**src/sv/gdpt_pkg.sv**
```systemverilog
// Shared types, constants and saturating arithmetic helpers for the duality prune test core.
package gdpt_pkg;

    localparam int unsigned DATA_W      = 64;
    localparam int unsigned INDEX_W     = 16;
    localparam int unsigned S_TDATA_W   = 368;
    localparam int unsigned M_TDATA_W   = 72;
    localparam int unsigned QUEUE_DEPTH = 4;
    localparam int unsigned QUEUE_PTR_W = $clog2(QUEUE_DEPTH);
    localparam int unsigned DIV_STEPS   = 64;
    localparam int unsigned MID_STAGES  = 9;
    localparam int unsigned ROOT_STEPS  = 64;
    localparam int unsigned POST_STAGES = 11;

    typedef logic signed [DATA_W-1:0] q_t;

    localparam q_t Q_MAX = 64'sh7FFF_FFFF_FFFF_FFFF;
    localparam q_t Q_MIN = 64'sh8000_0000_0000_0000;

    typedef enum logic [1:0] {
        ST_OK         = 2'd0,
        ST_BAD_ORDER  = 2'd1,
        ST_DEGENERATE = 2'd2,
        ST_SATURATED  = 2'd3
    } status_t;

    typedef struct packed {
        logic sat;
        q_t   v;
    } satq_t;

    typedef struct packed {
        logic               bad;
        logic               sat;
        logic [INDEX_W-1:0] len;
        logic [INDEX_W-1:0] gap;
        q_t                 s_obj;
        q_t                 s_gap;
        q_t                 dq;
        q_t                 q_i;
    } work_t;

    function automatic satq_t sat_add(input q_t a, input q_t b);
        logic [DATA_W:0] s;
        satq_t r;
        s = {a[DATA_W-1], a} + {b[DATA_W-1], b};
        r.sat = s[DATA_W] ^ s[DATA_W-1];
        r.v = r.sat ? (s[DATA_W] ? Q_MIN : Q_MAX) : q_t'(s[DATA_W-1:0]);
        return r;
    endfunction

    function automatic satq_t sat_sub(input q_t a, input q_t b);
        logic [DATA_W:0] s;
        satq_t r;
        s = {a[DATA_W-1], a} - {b[DATA_W-1], b};
        r.sat = s[DATA_W] ^ s[DATA_W-1];
        r.v = r.sat ? (s[DATA_W] ? Q_MIN : Q_MAX) : q_t'(s[DATA_W-1:0]);
        return r;
    endfunction

    function automatic satq_t sat_neg(input q_t a);
        logic [DATA_W-1:0] u;
        satq_t r;
        u = a;
        r.sat = (a == Q_MIN);
        r.v = r.sat ? Q_MAX : q_t'(64'd0 - u);
        return r;
    endfunction

    function automatic logic [DATA_W-1:0] magnitude(input q_t x);
        logic [DATA_W-1:0] u;
        u = x;
        return u[DATA_W-1] ? (64'd0 - u) : u;
    endfunction

    function automatic satq_t pack_mag(input logic neg, input logic [127:0] mag);
        logic [127:0] limit;
        satq_t r;
        limit = neg ? (128'd1 << 63) : ((128'd1 << 63) - 128'd1);
        r.sat = (mag > limit);
        if (r.sat) begin
            r.v = neg ? Q_MIN : Q_MAX;
        end else begin
            r.v = neg ? q_t'(64'd0 - mag[63:0]) : q_t'(mag[63:0]);
        end
        return r;
    endfunction

    function automatic logic [63:0] mul32(input logic [31:0] a, input logic [31:0] b);
        return a * b;
    endfunction

    function automatic logic [47:0] mul32x16(input logic [31:0] a, input logic [15:0] b);
        return a * b;
    endfunction

endpackage

```
**src/sv/gdpt_queue.sv**
```systemverilog
// Short queue between the input stage and the arithmetic pipeline.
module gdpt_queue (
    input  logic            aclk,
    input  logic            aresetn,
    input  logic            in_valid,
    output logic            in_ready,
    input  gdpt_pkg::work_t in_item,
    output logic            out_valid,
    input  logic            out_ready,
    output gdpt_pkg::work_t out_item
);

    gdpt_pkg::work_t                   mem_reg [gdpt_pkg::QUEUE_DEPTH];
    logic [gdpt_pkg::QUEUE_PTR_W-1:0]  wr_ptr_reg, rd_ptr_reg;
    logic [gdpt_pkg::QUEUE_PTR_W:0]    count_reg;
    logic                              push, pop;

    assign in_ready  = (count_reg != (gdpt_pkg::QUEUE_PTR_W + 1)'(gdpt_pkg::QUEUE_DEPTH));
    assign out_valid = (count_reg != '0);
    assign out_item  = mem_reg[rd_ptr_reg];
    assign push      = in_valid && in_ready;
    assign pop       = out_valid && out_ready;

    always_ff @(posedge aclk) begin
        if (!aresetn) begin
            wr_ptr_reg <= '0;
            rd_ptr_reg <= '0;
            count_reg  <= '0;
        end else begin
            if (push) begin
                wr_ptr_reg <= wr_ptr_reg + 1'b1;
            end
            if (pop) begin
                rd_ptr_reg <= rd_ptr_reg + 1'b1;
            end
            if (push && !pop) begin
                count_reg <= count_reg + 1'b1;
            end else if (pop && !push) begin
                count_reg <= count_reg - 1'b1;
            end
        end
        if (push) begin
            mem_reg[wr_ptr_reg] <= in_item;
        end
    end

endmodule

```
**config.mk**
```make
export PLATFORM = sky130hd
export DESIGN_NAME = gdpt_queue
export DESIGN_NICKNAME = d
export VERILOG_FILES = /design/src/sv/gdpt_pkg.sv /design/src/sv/gdpt_queue.sv
export SDC_FILE = /design/constraint.sdc
export NUM_CORES = 1
export LEC_CHECK = 0
export BUFFER_PORTS_ARGS = -buffer_cell sky130_fd_sc_hd__buf_2
export CORE_AREA = 2 2 324 326
export CTS_CLUSTER_DIAMETER = 200
export DETAILED_ROUTE_END_ITERATION = 10
export DIE_AREA = 0 0 326 328
export SLEW_MARGIN = 20
export SYNTH_ARGS = -nofsm -noshare
export SYNTH_HDL_FRONTEND = slang
export SYNTH_SLANG_ARGS = --single-unit
```
**constraint.sdc**
```tcl
create_clock -name aclk -period 25.4 [get_ports aclk]
set_input_delay 1.27 -clock aclk [delete_from_list [all_inputs] [get_ports aclk]]
set_output_delay 1.27 -clock aclk [all_outputs]
set_load 0.05 [all_outputs]
```
==> impl_metrics.py <==
metrics = {
    "pwr": {
        "powerDensity_nw_per_um2": 116.3,
        "vdd_drop_max_mv": 0.08886,
        "p_total_uw": 5859,
        "p_leak_uw": 0.01658,
    },
    "job": {
        "cap_violations": 0,
    },
    "global_routing": {
        "grt_pass1_wl_mm": 131.0,
        "grt_max_degree": 70,
        "grt_overflow": 0,
        "grt_use_total": 0.1635,
        "antenna_found_initial": 35,
        "grt_pass1_vias": 20040,
    },
    "worst_setup_path": {
        "slowest_delay_ns": 0.98,
        "cp.required_ns": 24.13,
        "critical_path_buf_inv_count": 4,
        "cp_slowest_cell": "dfxtp_4",
        "crit_family": "buffers and inverters",
        "crit_type": "register to output pin",
        "critPathLaunchType": "register",
        "critical_path_arrival_ns": 5.10,
        "crit_fanout": 48,
        "crit_path_cell_trace": "buf_4 -> buf_4 -> buf_4 -> mux4_2 -> buf_2",
        "cp-end-kind": "output pin",
        "critical_path.most_common_cell": "buf_4",
    },
    "layout": {
        "fin_cells": 3710,
        "fillers": 8292,
        "multiInputGateArea_um2": 6817,
        "layout-drive-gt1-share": 0.4576,
        "areaGrowthSynthToFinish_pct": 19.25,
        "largest_reg_flops": 1160,
        "nets": 2528,
        "postLayoutCoreUtil": 0.4881,
        "register_area_um2": 35020,
    },
    "synth": {
        "synth_area_leader_cell": "edfxtp_1",
        "synth_seq_area_share": 0.8290,
        "postSynthCellCount": 1562,
        "synth_cell_types": 24,
        "synth.top_cell.area_share": 0.8247,
        "syn_area_um2": 42240,
        "ys_ff_latch": 1169,
        "synth_area_leaders": "edfxtp_1, mux4_2, dfxtp_1",
        "avgSynthCellArea_um2": 27.04,
        "synth_nets": 1862,
        "yosysWarnings": 0,
    },
    "timing": {
        "finalSetupViolations": 0,
        "rsz0062_at_grt": "false",
        "fin_crit_ns": 6.371,
        "drv_slew": 0,
        "hold_viol": 0,
        "fin_tns_setup_ns": 0,
        "fin_crit_sh": 0.2508,
        "fin_skew_ns": 0.02189,
        "slew_headroom": 0.2620,
        "worst_pin_slew_ns": 1.107,
        "max_freq_mhz": 157.0,
    },
    "placed_design": {
        "dp_hpwl_mm": 54.96,
        "port_buffers": 585,
        "place_inst": 3489,
        "place_congestion": 0.7751,
    },
    "clocking": {
        "cts_resized": 0,
        "postCtsSetupBuffers": 0,
        "htreeDepth": 3,
        "clkLatencyLatePin_ns": 0.68,
        "cts_tree": "built",
        "cts-hold-fix-buffers": 0,
        "cts_buffers": 117,
        "clock-sinks": 1169,
        "cts_buffer_depth": 3,
        "cts_root_buf": "clkbuf_16",
        "clk_pin_slew_ns": 0.06,
    },
    "floorplanning": {
        "core_area_um2": 103200,
        "die-width_um": 326,
        "ios": 586,
        "initial_core_util": 0.4093,
        "fp.dieH_um": 328,
        "die_area_um2": 106900,
        "num_rows": 118,
    },
    "detailed_routing": {
        "wire_per_inst_um": 23.89,
        "vias_per_cell": 5.131,
        "drt_iter0_drc": 1363,
        "vias": 19040,
        "totalWireLength_mm": 88.65,
        "dr.pass1.iters": 5,
        "ant_nets": 0,
        "drc": 0,
    },
    "worst_hold_path": {
        "min_path_type": "register to register",
    },
    "status": {
        "status": "finished clean",
    },
}
-- Yosys cell counts --
master    number
a21boi_0       1
a21boi_1       1
and2_1         8
buf_1          8
buf_2         33
buf_4         10
buf_6         11
clkbuf_1       3
dfxtp_1        9
edfxtp_1    1160
fa_1           1
ha_1           5
inv_1          3
mux2i_1        3
mux4_2       290
nand2_1        5
nor2_1         1
nor2b_1        1
o21ai_0        1
o311ai_0       1
o31ai_1        1
or3_1          2
xnor2_1        3
xor2_1         1
-- logic make-up (layout without fill, tap and decap cells) --
kind of cell / Yosys count / count (layout) / synth area share
DFF: 1169 / 1169 / 0.8290
xor gates and xnor gates: 4 / 4 / 0.0008296
buffers and inverters: 68 / 829 / 0.009865
AOI/OAI and AO/OA: 5 / 5 / 0.0008592
adders and majority gates: 6 / 6 / 0.001955
and+or+nand+nor: 17 / 17 / 0.002163
other: 0 / 7 / 0
muxes: 293 / 293 / 0.1553
-- power by group --
group	total [µW]	internal [µW]	switching [µW]
Clock	1620	936	684
Sequential	2410	2340	70.3
Combinational	1830	530	1300
-- layer usage --
layer,routed length [µm],vias up,global-route usage
met2,45180,634,0.2713
li1,-,8172,-
met5,314,-,0
met3,7080,185,0.05924
met4,2305,46,0.05259
met1,33770,9999,0.2000
-- placed cells by master (no fill, tap or decap), types with 2 or more instances in the layout --
cell / instances
and2_1: 4
and2_4: 4
buf_2: 585
buf_4: 26
bufinv_16: 6
clkbuf_1: 31
clkbuf_16: 119
clkbuf_8: 7
clkinv_1: 28
clkinv_2: 11
clkinv_4: 3
clkinvlp_4: 3
dfxtp_1: 7
dfxtp_4: 2
diode_2: 7
edfxtp_1: 1160
ha_1: 5
inv_1: 3
inv_6: 6
mux2i_1: 3
mux4_2: 290
nand2_1: 5
or3_1: 2
xnor2_1: 3
-- cell type report --
| class | count | area share |
|---|---|---|
| antenna | 7 | 0.0003478 |
| clock buffer | 157 | 0.06334 |
| clock inverter | 57 | 0.008769 |
| inverter | 3 | 0.0002236 |
| multi-input combinational | 325 | 0.1353 |
| sequential | 1169 | 0.6953 |
| tap | 1380 | 0.03428 |
| timing repair buffer | 612 | 0.06240 |
-- final timing paths --
kind / to / cells past startpoint / start / slack (ns)
setup / recovery: out_item[252] / 5 / register / 19.03
hold / removal: wr_ptr_reg[0]$_SDFFE_PN0P_ / 2 / wr_ptr_reg[0]$_SDFFE_PN0P_ / 0.51
setup reg to reg: mem_reg[1][202]$_DFFE_PP_ / 5 / count_reg[0]$_SDFFE_PN0P_ / 21.16
hold reg to reg: wr_ptr_reg[0]$_SDFFE_PN0P_ / 2 / wr_ptr_reg[0]$_SDFFE_PN0P_ / 0.51
-- worst min-delay path, stage by stage, from the launching register on --
cell	delay, ns
dfxtp_1	0.34
nand2_1	0.07
mux2i_1	0.06
-- per-stage QoR --
| stage | cell area (µm²) | worst slack [ns] | hold slack [ns] |
|---|---|---|---|
| finish | 50370 | 19.03 | 0.5138 |
| global route | 50370 | 18.43 | 0.5426 |
| CTS | 50350 | 18.74 | 0.5189 |
| detailed placement | 46720 | 19.53 | 0.5105 |
| global placement | 46700 | 19.46 | 0.4756 |
| floorplan | 42240 | 16.43 | 0.4677 |
No activity file was read; power rests on OpenSTA's default activity.
