===== src/sv/gdpt_pkg.sv =====
// Shared types, constants and saturating arithmetic helpers for the duality prune test core.
package gdpt_pkg;

    localparam int unsigned DATA_W      = 64;
    localparam int unsigned INDEX_W     = 16;
    localparam int unsigned S_TDATA_W   = 368;
    localparam int unsigned M_TDATA_W   = 72;
    localparam int unsigned QUEUE_DEPTH = 4;
    localparam int unsigned QUEUE_PTR_W = $clog2(QUEUE_DEPTH);
    localparam int unsigned DIV_STEPS   = 64;
    localparam int unsigned MID_STAGES  = 9;
    localparam int unsigned ROOT_STEPS  = 64;
    localparam int unsigned POST_STAGES = 11;

    typedef logic signed [DATA_W-1:0] q_t;

    localparam q_t Q_MAX = 64'sh7FFF_FFFF_FFFF_FFFF;
    localparam q_t Q_MIN = 64'sh8000_0000_0000_0000;

    typedef enum logic [1:0] {
        ST_OK         = 2'd0,
        ST_BAD_ORDER  = 2'd1,
        ST_DEGENERATE = 2'd2,
        ST_SATURATED  = 2'd3
    } status_t;

    typedef struct packed {
        logic sat;
        q_t   v;
    } satq_t;

    typedef struct packed {
        logic               bad;
        logic               sat;
        logic [INDEX_W-1:0] len;
        logic [INDEX_W-1:0] gap;
        q_t                 s_obj;
        q_t                 s_gap;
        q_t                 dq;
        q_t                 q_i;
    } work_t;

    function automatic satq_t sat_add(input q_t a, input q_t b);
        logic [DATA_W:0] s;
        satq_t r;
        s = {a[DATA_W-1], a} + {b[DATA_W-1], b};
        r.sat = s[DATA_W] ^ s[DATA_W-1];
        r.v = r.sat ? (s[DATA_W] ? Q_MIN : Q_MAX) : q_t'(s[DATA_W-1:0]);
        return r;
    endfunction

    function automatic satq_t sat_sub(input q_t a, input q_t b);
        logic [DATA_W:0] s;
        satq_t r;
        s = {a[DATA_W-1], a} - {b[DATA_W-1], b};
        r.sat = s[DATA_W] ^ s[DATA_W-1];
        r.v = r.sat ? (s[DATA_W] ? Q_MIN : Q_MAX) : q_t'(s[DATA_W-1:0]);
        return r;
    endfunction

    function automatic satq_t sat_neg(input q_t a);
        logic [DATA_W-1:0] u;
        satq_t r;
        u = a;
        r.sat = (a == Q_MIN);
        r.v = r.sat ? Q_MAX : q_t'(64'd0 - u);
        return r;
    endfunction

    function automatic logic [DATA_W-1:0] magnitude(input q_t x);
        logic [DATA_W-1:0] u;
        u = x;
        return u[DATA_W-1] ? (64'd0 - u) : u;
    endfunction

    function automatic satq_t pack_mag(input logic neg, input logic [127:0] mag);
        logic [127:0] limit;
        satq_t r;
        limit = neg ? (128'd1 << 63) : ((128'd1 << 63) - 128'd1);
        r.sat = (mag > limit);
        if (r.sat) begin
            r.v = neg ? Q_MIN : Q_MAX;
        end else begin
            r.v = neg ? q_t'(64'd0 - mag[63:0]) : q_t'(mag[63:0]);
        end
        return r;
    endfunction

    function automatic logic [63:0] mul32(input logic [31:0] a, input logic [31:0] b);
        return a * b;
    endfunction

    function automatic logic [47:0] mul32x16(input logic [31:0] a, input logic [15:0] b);
        return a * b;
    endfunction

endpackage


===== src/sv/gdpt_front.sv =====
// Input stage: unpack a word, check index order, form lengths and saturated differences.
module gdpt_front #(
    parameter int unsigned MAX_SERIES_LENGTH = 65536
) (
    input  logic                                aclk,
    input  logic                                aresetn,
    input  logic                                s_tvalid,
    output logic                                s_tready,
    input  logic [gdpt_pkg::S_TDATA_W-1:0]      s_tdata,
    output logic                                out_valid,
    input  logic                                out_ready,
    output gdpt_pkg::work_t                     out_item
);

    logic            valid_reg;
    gdpt_pkg::work_t item_reg;
    gdpt_pkg::work_t item_next;

    logic [15:0]     t_idx, i_idx, j_idx;
    gdpt_pkg::q_t    cs_t, cs_i, cs_j, q_i, q_j;
    gdpt_pkg::satq_t s_obj, s_gap, s_dq;

    assign t_idx = s_tdata[15:0];
    assign i_idx = s_tdata[31:16];
    assign j_idx = s_tdata[47:32];
    assign cs_t  = s_tdata[111:48];
    assign cs_i  = s_tdata[175:112];
    assign cs_j  = s_tdata[239:176];
    assign q_i   = s_tdata[303:240];
    assign q_j   = s_tdata[367:304];

    always_comb begin
        s_obj = gdpt_pkg::sat_sub(cs_t, cs_i);
        s_gap = gdpt_pkg::sat_sub(cs_i, cs_j);
        s_dq  = gdpt_pkg::sat_sub(q_i, q_j);
        item_next.bad   = !(j_idx < i_idx && i_idx < t_idx)
                          || (32'(t_idx) >= 32'(MAX_SERIES_LENGTH));
        item_next.sat   = s_obj.sat | s_gap.sat | s_dq.sat;
        item_next.len   = t_idx - i_idx;
        item_next.gap   = i_idx - j_idx;
        item_next.s_obj = s_obj.v;
        item_next.s_gap = s_gap.v;
        item_next.dq    = s_dq.v;
        item_next.q_i   = q_i;
    end

    assign s_tready  = !valid_reg || out_ready;
    assign out_valid = valid_reg;
    assign out_item  = item_reg;

    always_ff @(posedge aclk) begin
        if (!aresetn) begin
            valid_reg <= 1'b0;
        end else if (s_tready) begin
            valid_reg <= s_tvalid;
        end
        if (s_tvalid && s_tready) begin
            item_reg <= item_next;
        end
    end

endmodule


===== config.mk =====
export PLATFORM = sky130hd
export DESIGN_NAME = gdpt_front
export DESIGN_NICKNAME = d
export VERILOG_FILES = /design/src/sv/gdpt_pkg.sv /design/src/sv/gdpt_front.sv
export SDC_FILE = /design/constraint.sdc
export NUM_CORES = 1
export LEC_CHECK = 0
export BUFFER_PORTS_ARGS = -buffer_cell sky130_fd_sc_hd__buf_2
export CAP_MARGIN = 15
export CORE_AREA = 2 2 261 263
export CTS_CLUSTER_DIAMETER = 60
export CTS_CLUSTER_SIZE = 20
export DETAILED_ROUTE_END_ITERATION = 8
export DIE_AREA = 0 0 263 265
export GPL_TIMING_DRIVEN = 0
export SLEW_MARGIN = 20
export SYNTH_ARGS = -nofsm -noshare
export SYNTH_HDL_FRONTEND = slang
export SYNTH_SLANG_ARGS = --single-unit
export TNS_END_PERCENT = 30

===== constraint.sdc =====
create_clock -name aclk -period 10.19 [get_ports aclk]
set_input_delay 1.5285 -clock aclk [delete_from_list [all_inputs] [get_ports aclk]]
set_output_delay 1.5285 -clock aclk [all_outputs]
set_load 0.02 [all_outputs]

==> results_dict.tcl, run 1 <==
set metrics [dict create \
    status "complete, no violations" \
    synthFlopType "edfxtp_1" \
    period_needed_ns 5.66 \
    grt_max_degree 57 \
    cap_violations 0 \
    port_buffers 663 \
    hp-class "flip-flop to flip-flop" \
    setup_slack_ns 4.53 \
    power_density_nw_per_um2 161 \
    vias 22400 \
    drtAntennaViolNets 0 \
    syn_inst 2667 \
    power_frac_comb_pct 35.9 \
    finalSetupViolations 0 \
    gr-usage-met2_pct 43.7 \
    timing.critical_path.required_ns 10.48 \
    preCtsSetupSlack_ns 3.90 \
    boundaryPins 664 \
    synthArstFlopShare_pct 0 \
    area_delta_synth_final_pct 25.1 \
    core-area_um2 66800 \
    initial_core_util_pct 35.4 \
    relSlewSlack_pct 36.4 \
    post-route-period-util_pct 55.6 \
    swShare_pct 38.1 \
    clockRootBuffer "clkbuf_16" \
    grt_use_total_pct 24.4 \
    finalMaxSlewViolations 0 \
    dieArea_um2 69700 \
    cts.clk_slew.worst_paths_ns 0.08 \
    p_clk_share_pct 30.3 \
    antenna_found_initial 25 \
    dr.pass1.iters 7 \
    routed_via_density 5.22 \
    grt.overflow.total 0 \
    cp-start-kind "input pin" \
    cts.sinks 291 \
    hold_buffers 0 \
    peakVddDrop_v 0.000170 \
    fmax_ghz 0.177 \
    total_power_mw 4.76 \
    cts_setup_buffers 0 \
    nFillCells 6858 \
    die_height_um 265 \
    use_met3_pct 5.16 \
    yosys_warnings 0 \
    tritoncts "done" \
    final_nets 3976 \
    cts_resized 0 \
    rows 95 \
    grt_pass1_wl_mm 132 \
    end_kind "flip-flop" \
    rsz0062_at_grt "no" \
    critPathMaxFanout 10 \
    leakagePower_nw 13.5 \
    tightest_slew_ns 0.948 \
    drt-wirelength-per-cell_um 20.4 \
    seq_area_frac_synth_pct 36.9 \
    power_switching_mw 1.81 \
    critical_path_class "input pin to flip-flop" \
    drt_iter0_drc 1533 \
    ys_ff_latch 291 \
    synth_edf_count 290 \
    arrival_ns 5.95 \
    dieWidth_um 263 \
    busiest_layer "met2" \
    seqPwrFrac_pct 33.7 \
    clkLatencyLatePin_ns 0.58 \
    timing_hold_violations_final 0 \
    first_global_vias 22300 \
    p_int_mw 2.95 \
    syn_area_um2 23600 \
    multiInputGateArea_um2 13300 \
    register_area_um2 8730 \
    drcViolationCount 0 \
    fin_skew_ns 0.0238 \
    drive_above_1_share_pct 23.3 \
    dp_hpwl_mm 73.3 \
    use_met1_pct 29.2 \
    htreeDepth 2 \
    place_congestion 0.955 \
    numCtsBuffers 38 \
    syn_nets 3268 \
    clk_path_buf_depth 3 \
    drt_wl_total_mm 87.8 \
    syn_area_per_cell_um2 8.86 \
    synth_cell_types 82 \
]
## power by group through the flow
stage                     logic (mW)  clock network [mW]  registers (mW)
after floorplan                0.894                   0            1.86
after global placement          1.69                   0            1.66
after detailed placement        1.70                   0            1.63
after CTS                       1.71                1.48            1.61
after global routing            1.87                1.52            1.62
final                           1.71                1.44            1.61
## synth_stat cells (7+ instances only)
cell type,number,area (um^2)
xor2_1,73,639
nor4_1,11,68.8
a21boi_0,24,180
maj3_1,7,70.1
o21bai_1,56,420
a211oi_1,17,128
o21ai_0,231,1160
and3_1,16,100
and4_1,7,61.3
a21oi_1,346,1730
o21a_1,21,158
a31oi_1,20,125
xnor2_1,127,1110
ha_1,224,2800
o31ai_1,18,135
buf_2,14,70.1
o21ai_1,7,35.0
edfxtp_1,290,8710
and2_1,14,87.6
nor2b_1,18,113
nand2_1,185,694
nand3_1,39,195
o211ai_1,15,113
clkbuf_1,93,349
nand4_1,72,450
inv_1,298,1120
nor3_1,33,165
a21oi_2,7,61.3
nor2_1,129,484
nand2b_1,23,144
or3_1,10,62.6
a21o_1,112,841
## cell type report
cell class | instances | area share (%)
Timing Repair Buffer | 668 | 11.7
Inverter | 298 | 3.78
Clock inverter | 32 | 1.37
Tap cell | 873 | 3.69
Multi-Input combinational cell | 1961 | 45.0
Buffer | 117 | 1.63
Sequential cell | 291 | 29.5
Clock buffer | 38 | 3.21
Antenna cell | 17 | 0.144
## critical path, stage by stage
cell and delay [ns]:
buf_2 0.09, inv_1 0.04, ha_1 0.16, inv_1 0.05
fa_1 0.39, a21oi_1 0.20, o21ai_0 0.10, a21oi_1 0.37
o41ai_1 0.22, a21oi_1 0.44, o32ai_1 0.26, a21oi_1 0.41
o211ai_1 0.18, and2_1 0.21, a21oi_2 0.53, clkbuf_1 0.51
o21ai_0 0.22
## routing by layer
metal | routed length [um] | vias up
li1 | - | 11100
met5 | 147 | -
met2 | 43900 | 678
met3 | 5420 | 130
met1 | 36000 | 10500
met4 | 2290 | 22
## flip-flops by register name, indices dropped and copies added (netlist names)
register and count:
out_valid 1, out_item 290
## kinds of logic (layout without fill, tap and decap cells)
| group | Yosys count | count (layout) | synth area share [%] |
|---|---|---|---|
| XOR/XNOR | 200 | 200 | 7.41 |
| adder cells (fa/ha/maj) | 236 | 236 | 12.6 |
| AND/OR/NAND/NOR | 582 | 582 | 11.9 |
| buffers and inverters | 415 | 1153 | 6.78 |
| other | 0 | 17 | 0 |
| multiplexers | 3 | 3 | 0.148 |
| AO/OA/AOI/OAI | 940 | 940 | 24.2 |
| flip-flops | 291 | 291 | 36.9 |
## per-stage QoR
step | hold WS [ns] | utilization [%] | TNS (ns) | cells | area, um^2
after global routing | 0.616 | 44.2 | 0 | 4287 | 29600
after global placement | 0.519 | 42.0 | -618.40 | 4203 | 28000
after CTS | 0.579 | 44.2 | 0 | 4278 | 29500
final | 0.576 | 44.3 | 0 | 4295 | 29600
after detailed placement | 0.567 | 42.2 | 0 | 4208 | 28200
after floorplan | 0.750 | - | 0 | 2667 | 23600
## placed cells by master (no fill, tap or decap), drive strengths merged, types with 10 or more instances in the layout
cell    netlist  routed
buf          18     686
a21oi       353     353
inv         298     316
edfxtp      290     290
o21ai       240     240
ha          224     224
nand2       185     185
clkbuf       99     137
nor2        130     130
xnor2       127     127
a21o        112     112
xor2         73      73
nand4        72      72
o21bai       56      56
nand3        39      39
nor3         34      34
a21boi       24      24
nand2b       23      23
o21a         21      21
a31oi        21      21
o31ai        19      19
nor2b        18      18
a211oi       18      18
diode         0      17
and3         16      16
o211ai       15      15
and2         14      14
clkinv        0      12
nor4         11      11
or3          10      10
## worst paths after layout
check,slack (ns),to,from,depth (start not counted)
worst max-delay path,4.53,out_item[199]$_DFFE_PP_,s_tdata[48],17
worst min-delay path,0.58,out_valid$_SDFFE_PN0N_,out_valid$_SDFFE_PN0N_,2
worst max register to register,8.05,out_item[4]$_DFFE_PP_,out_valid$_SDFFE_PN0N_,4
worst min register to register,0.58,out_valid$_SDFFE_PN0N_,out_valid$_SDFFE_PN0N_,2
No activity file was read; power rests on OpenSTA's default activity.
==> run 2: changes to the inputs <==
ABC_AREA = 1   (was default)
CORE_AREA = 2 2 260 262   (was 2 2 261 263)
DIE_AREA = 0 0 262 264   (was 0 0 263 265)
PLACE_DENSITY = 0.67   (was default)
clock period = 4.9 ns   (was 10.19 ns; I/O delays follow)
==> results_dict.tcl, run 2 <==
set metrics [dict create \
    dp_hpwl_mm 104 \
    peakVddDrop_v 0.000263 \
    timing.critical_path.required_ns 5.23 \
    finalSetupViolations 0 \
    critPathMaxFanout 10 \
    drt_iter0_drc 2154 \
    synth_top_area_share_pct 31.6 \
    cap_violations 0 \
    hold_buffers 0 \
    synthFlopType "edfxtp_1" \
    max_stage_delay_ns 0.41 \
    grt_use_total_pct 32.8 \
    synthArstFlopShare_pct 0 \
    setup_slack_ns 1.43 \
    relSlewSlack_pct 50.6 \
    synth_edf_count 290 \
    dr.pass1.iters 7 \
    cts_resized 0 \
    syn_inst 4049 \
    grt.overflow.total 0 \
    crit_slowest_cell "fa_1" \
    cts.sinks 291 \
    drcViolationCount 0 \
    routed_via_density 5.12 \
    syn_area_um2 27600 \
    dp_cells 5599 \
    place_congestion 1.03 \
    clkLatencyLatePin_ns 0.63 \
    syn_area_per_cell_um2 6.81 \
    yosys.area.top_type "edfxtp_1" \
    cts_setup_buffers 0 \
    leakagePower_nw 17.2 \
    end_kind "flip-flop" \
    dieArea_um2 69200 \
    hold_start "s_tdata[269]" \
    core-area_um2 66600 \
    numCtsBuffers 31 \
    fmax_ghz 0.288 \
    drtAntennaViolNets 0 \
    crit_top_cell "nand2_1" \
    ys_top_cells_by_area "edfxtp_1, nand2_1, ha_1" \
    finalSetupTns_ns 0 \
    htreeDepth 1 \
    cts.clk_slew.worst_paths_ns 0.08 \
    final_nets 5360 \
    finalMaxSlewViolations 0 \
    dieWidth_um 262 \
    port_buffers 663 \
    reg2reg_from "out_valid$_SDFFE_PN0N_" \
    yosys_warnings 0 \
    grt_pass1_wl_mm 168 \
    final_cell_mix "nand2_1, buf_2, inv_1" \
    vias 29000 \
    initial_core_util_pct 41.4 \
    antenna_found_initial 23 \
    syn_nets 4650 \
    power_density_nw_per_um2 299 \
    fin_util_pct 50.3 \
    tritoncts "done" \
    synth_cell_types 47 \
    ys_ff_latch 291 \
    timing_hold_violations_final 0 \
    rows 95 \
    synth_top_cells_by_count "nand2_1, inv_1, nor2_1" \
    status "complete, no violations" \
    die_height_um 264 \
    critPathLaunch "s_tdata[240]" \
    post_layout_nonfiller_instances 5666 \
    clockRootBuffer "clkbuf_16" \
    boundaryPins 664 \
    first_global_vias 27400 \
    preCtsSetupSlack_ns 0.802 \
    fin_skew_ns 0.0329 \
    drt_wl_total_mm 118 \
    fin_hold_ws_ns 0.300 \
    hp-class "input pin to flip-flop" \
    arrival_ns 3.80 \
    tightest_slew_ns 0.734 \
    period_needed_ns 3.47 \
    drt-wirelength-per-cell_um 20.8 \
    synth.most_common_cell "nand2_1" \
    grt_max_degree 26 \
    clk_path_buf_depth 3 \
    cp-start-kind "input pin" \
    cp_cell_sequence "buf_2 -> inv_1 -> ha_1 -> inv_1 -> fa_1 -> nand2_1 -> nand2_1 -> nand3b_1 -> nand2_1 -> nand2_1 -> nand2_2 -> nand2_1 -> nand2_2 -> nand2_1 -> nand2_1 -> nand2_1 -> nand2_1 -> nand2_4 -> nand2_8 -> buf_12 -> nor2_2 -> nand2_1" \
    seq_area_frac_synth_pct 31.7 \
    mostFrequentLayoutCell "nand2_1" \
    critical_path_class "input pin to flip-flop" \
    post-route-period-util_pct 70.8 \
    area_delta_synth_final_pct 21.4 \
    largest_reg_flops 290 \
    rsz0062_at_grt "no" \
    drive_above_1_share_pct 18.3 \
]
==> run 2: cell count changes after synthesis, moves of 59 or more <==
cell	before	now
clkbuf_1	93	0
nand3_1	39	143
a21o_1	112	14
o21ai_0	231	133
a21oi_1	346	282
nor2_1	129	447
nand2_1	185	1281
xnor2_1	127	52
nand4_1	72	13
inv_1	298	664
==> run 2: final timing paths <==
| path | slack, ns | depth (start not counted) | end |
|---|---|---|---|
| setup / recovery | 1.43 | 22 | out_item[288]$_DFFE_PP_ |
| hold / removal | 0.30 | 1 | out_item[29]$_DFFE_PP_ |
| setup reg to reg | 2.68 | 6 | out_item[123]$_DFFE_PP_ |
| hold reg to reg | 0.65 | 2 | out_valid$_SDFFE_PN0N_ |
==> run 2: final cells by class <==
type	count	area (um^2)
sequential	291	8730
clock buffer	33	783
fill	7018	33100
clock inverter	24	294
timing repair buffer	677	3690
tap	873	1090
buffer	35	253
multi-input combinational	3037	16000
antenna	10	25.0
inverter	686	2580
==> run 2: critical path, delay by kind of cell <==
family / cells / cell delay (ns)
buffers and inverters: 4 / 0.47
adders and majority gates: 2 / 0.56
and+or+nand+nor: 16 / 2.00
==> run 2: power breakdown <==
group          switching, mW  internal, mW
sequential            0.0935          3.24
clock                   1.24          1.25
combinational           2.85          1.33
total                   4.18          5.82
==> run 2: cell families (layout without fill, tap and decap cells) <==
| logic type | after synthesis | in the layout | share of synthesized area, % |
|---|---|---|---|
| compound gates | 595 | 595 | 12.1 |
| xor+xnor | 146 | 146 | 4.64 |
| fa+ha+maj | 229 | 229 | 10.5 |
| buf+inv | 721 | 1455 | 10.3 |
| flops | 291 | 291 | 31.7 |
| other cells | 0 | 10 | 0 |
| simple gates | 2067 | 2067 | 30.8 |
==> run 2: layer usage <==
| layer | global-route usage, % | share of wire [%] | vias up | routed length (um) |
|---|---|---|---|---|
| met5 | 0 | 0.098 | - | 116 |
| met4 | 14.0 | 4.8 | 18 | 5690 |
| met3 | 5.17 | 6.8 | 220 | 8000 |
| met2 | 57.8 | 48 | 1085 | 56900 |
| met1 | 39.2 | 40 | 13200 | 47200 |
| li1 | - | - | 14400 | - |
==> run 2: metrics by stage <==
step,total power [mW],area (um^2)
after floorplan,5.97,27600
after global placement,7.49,32000
after detailed placement,7.52,32400
after CTS,10.0,33500
after global routing,10.5,33500
final,10.0,33500
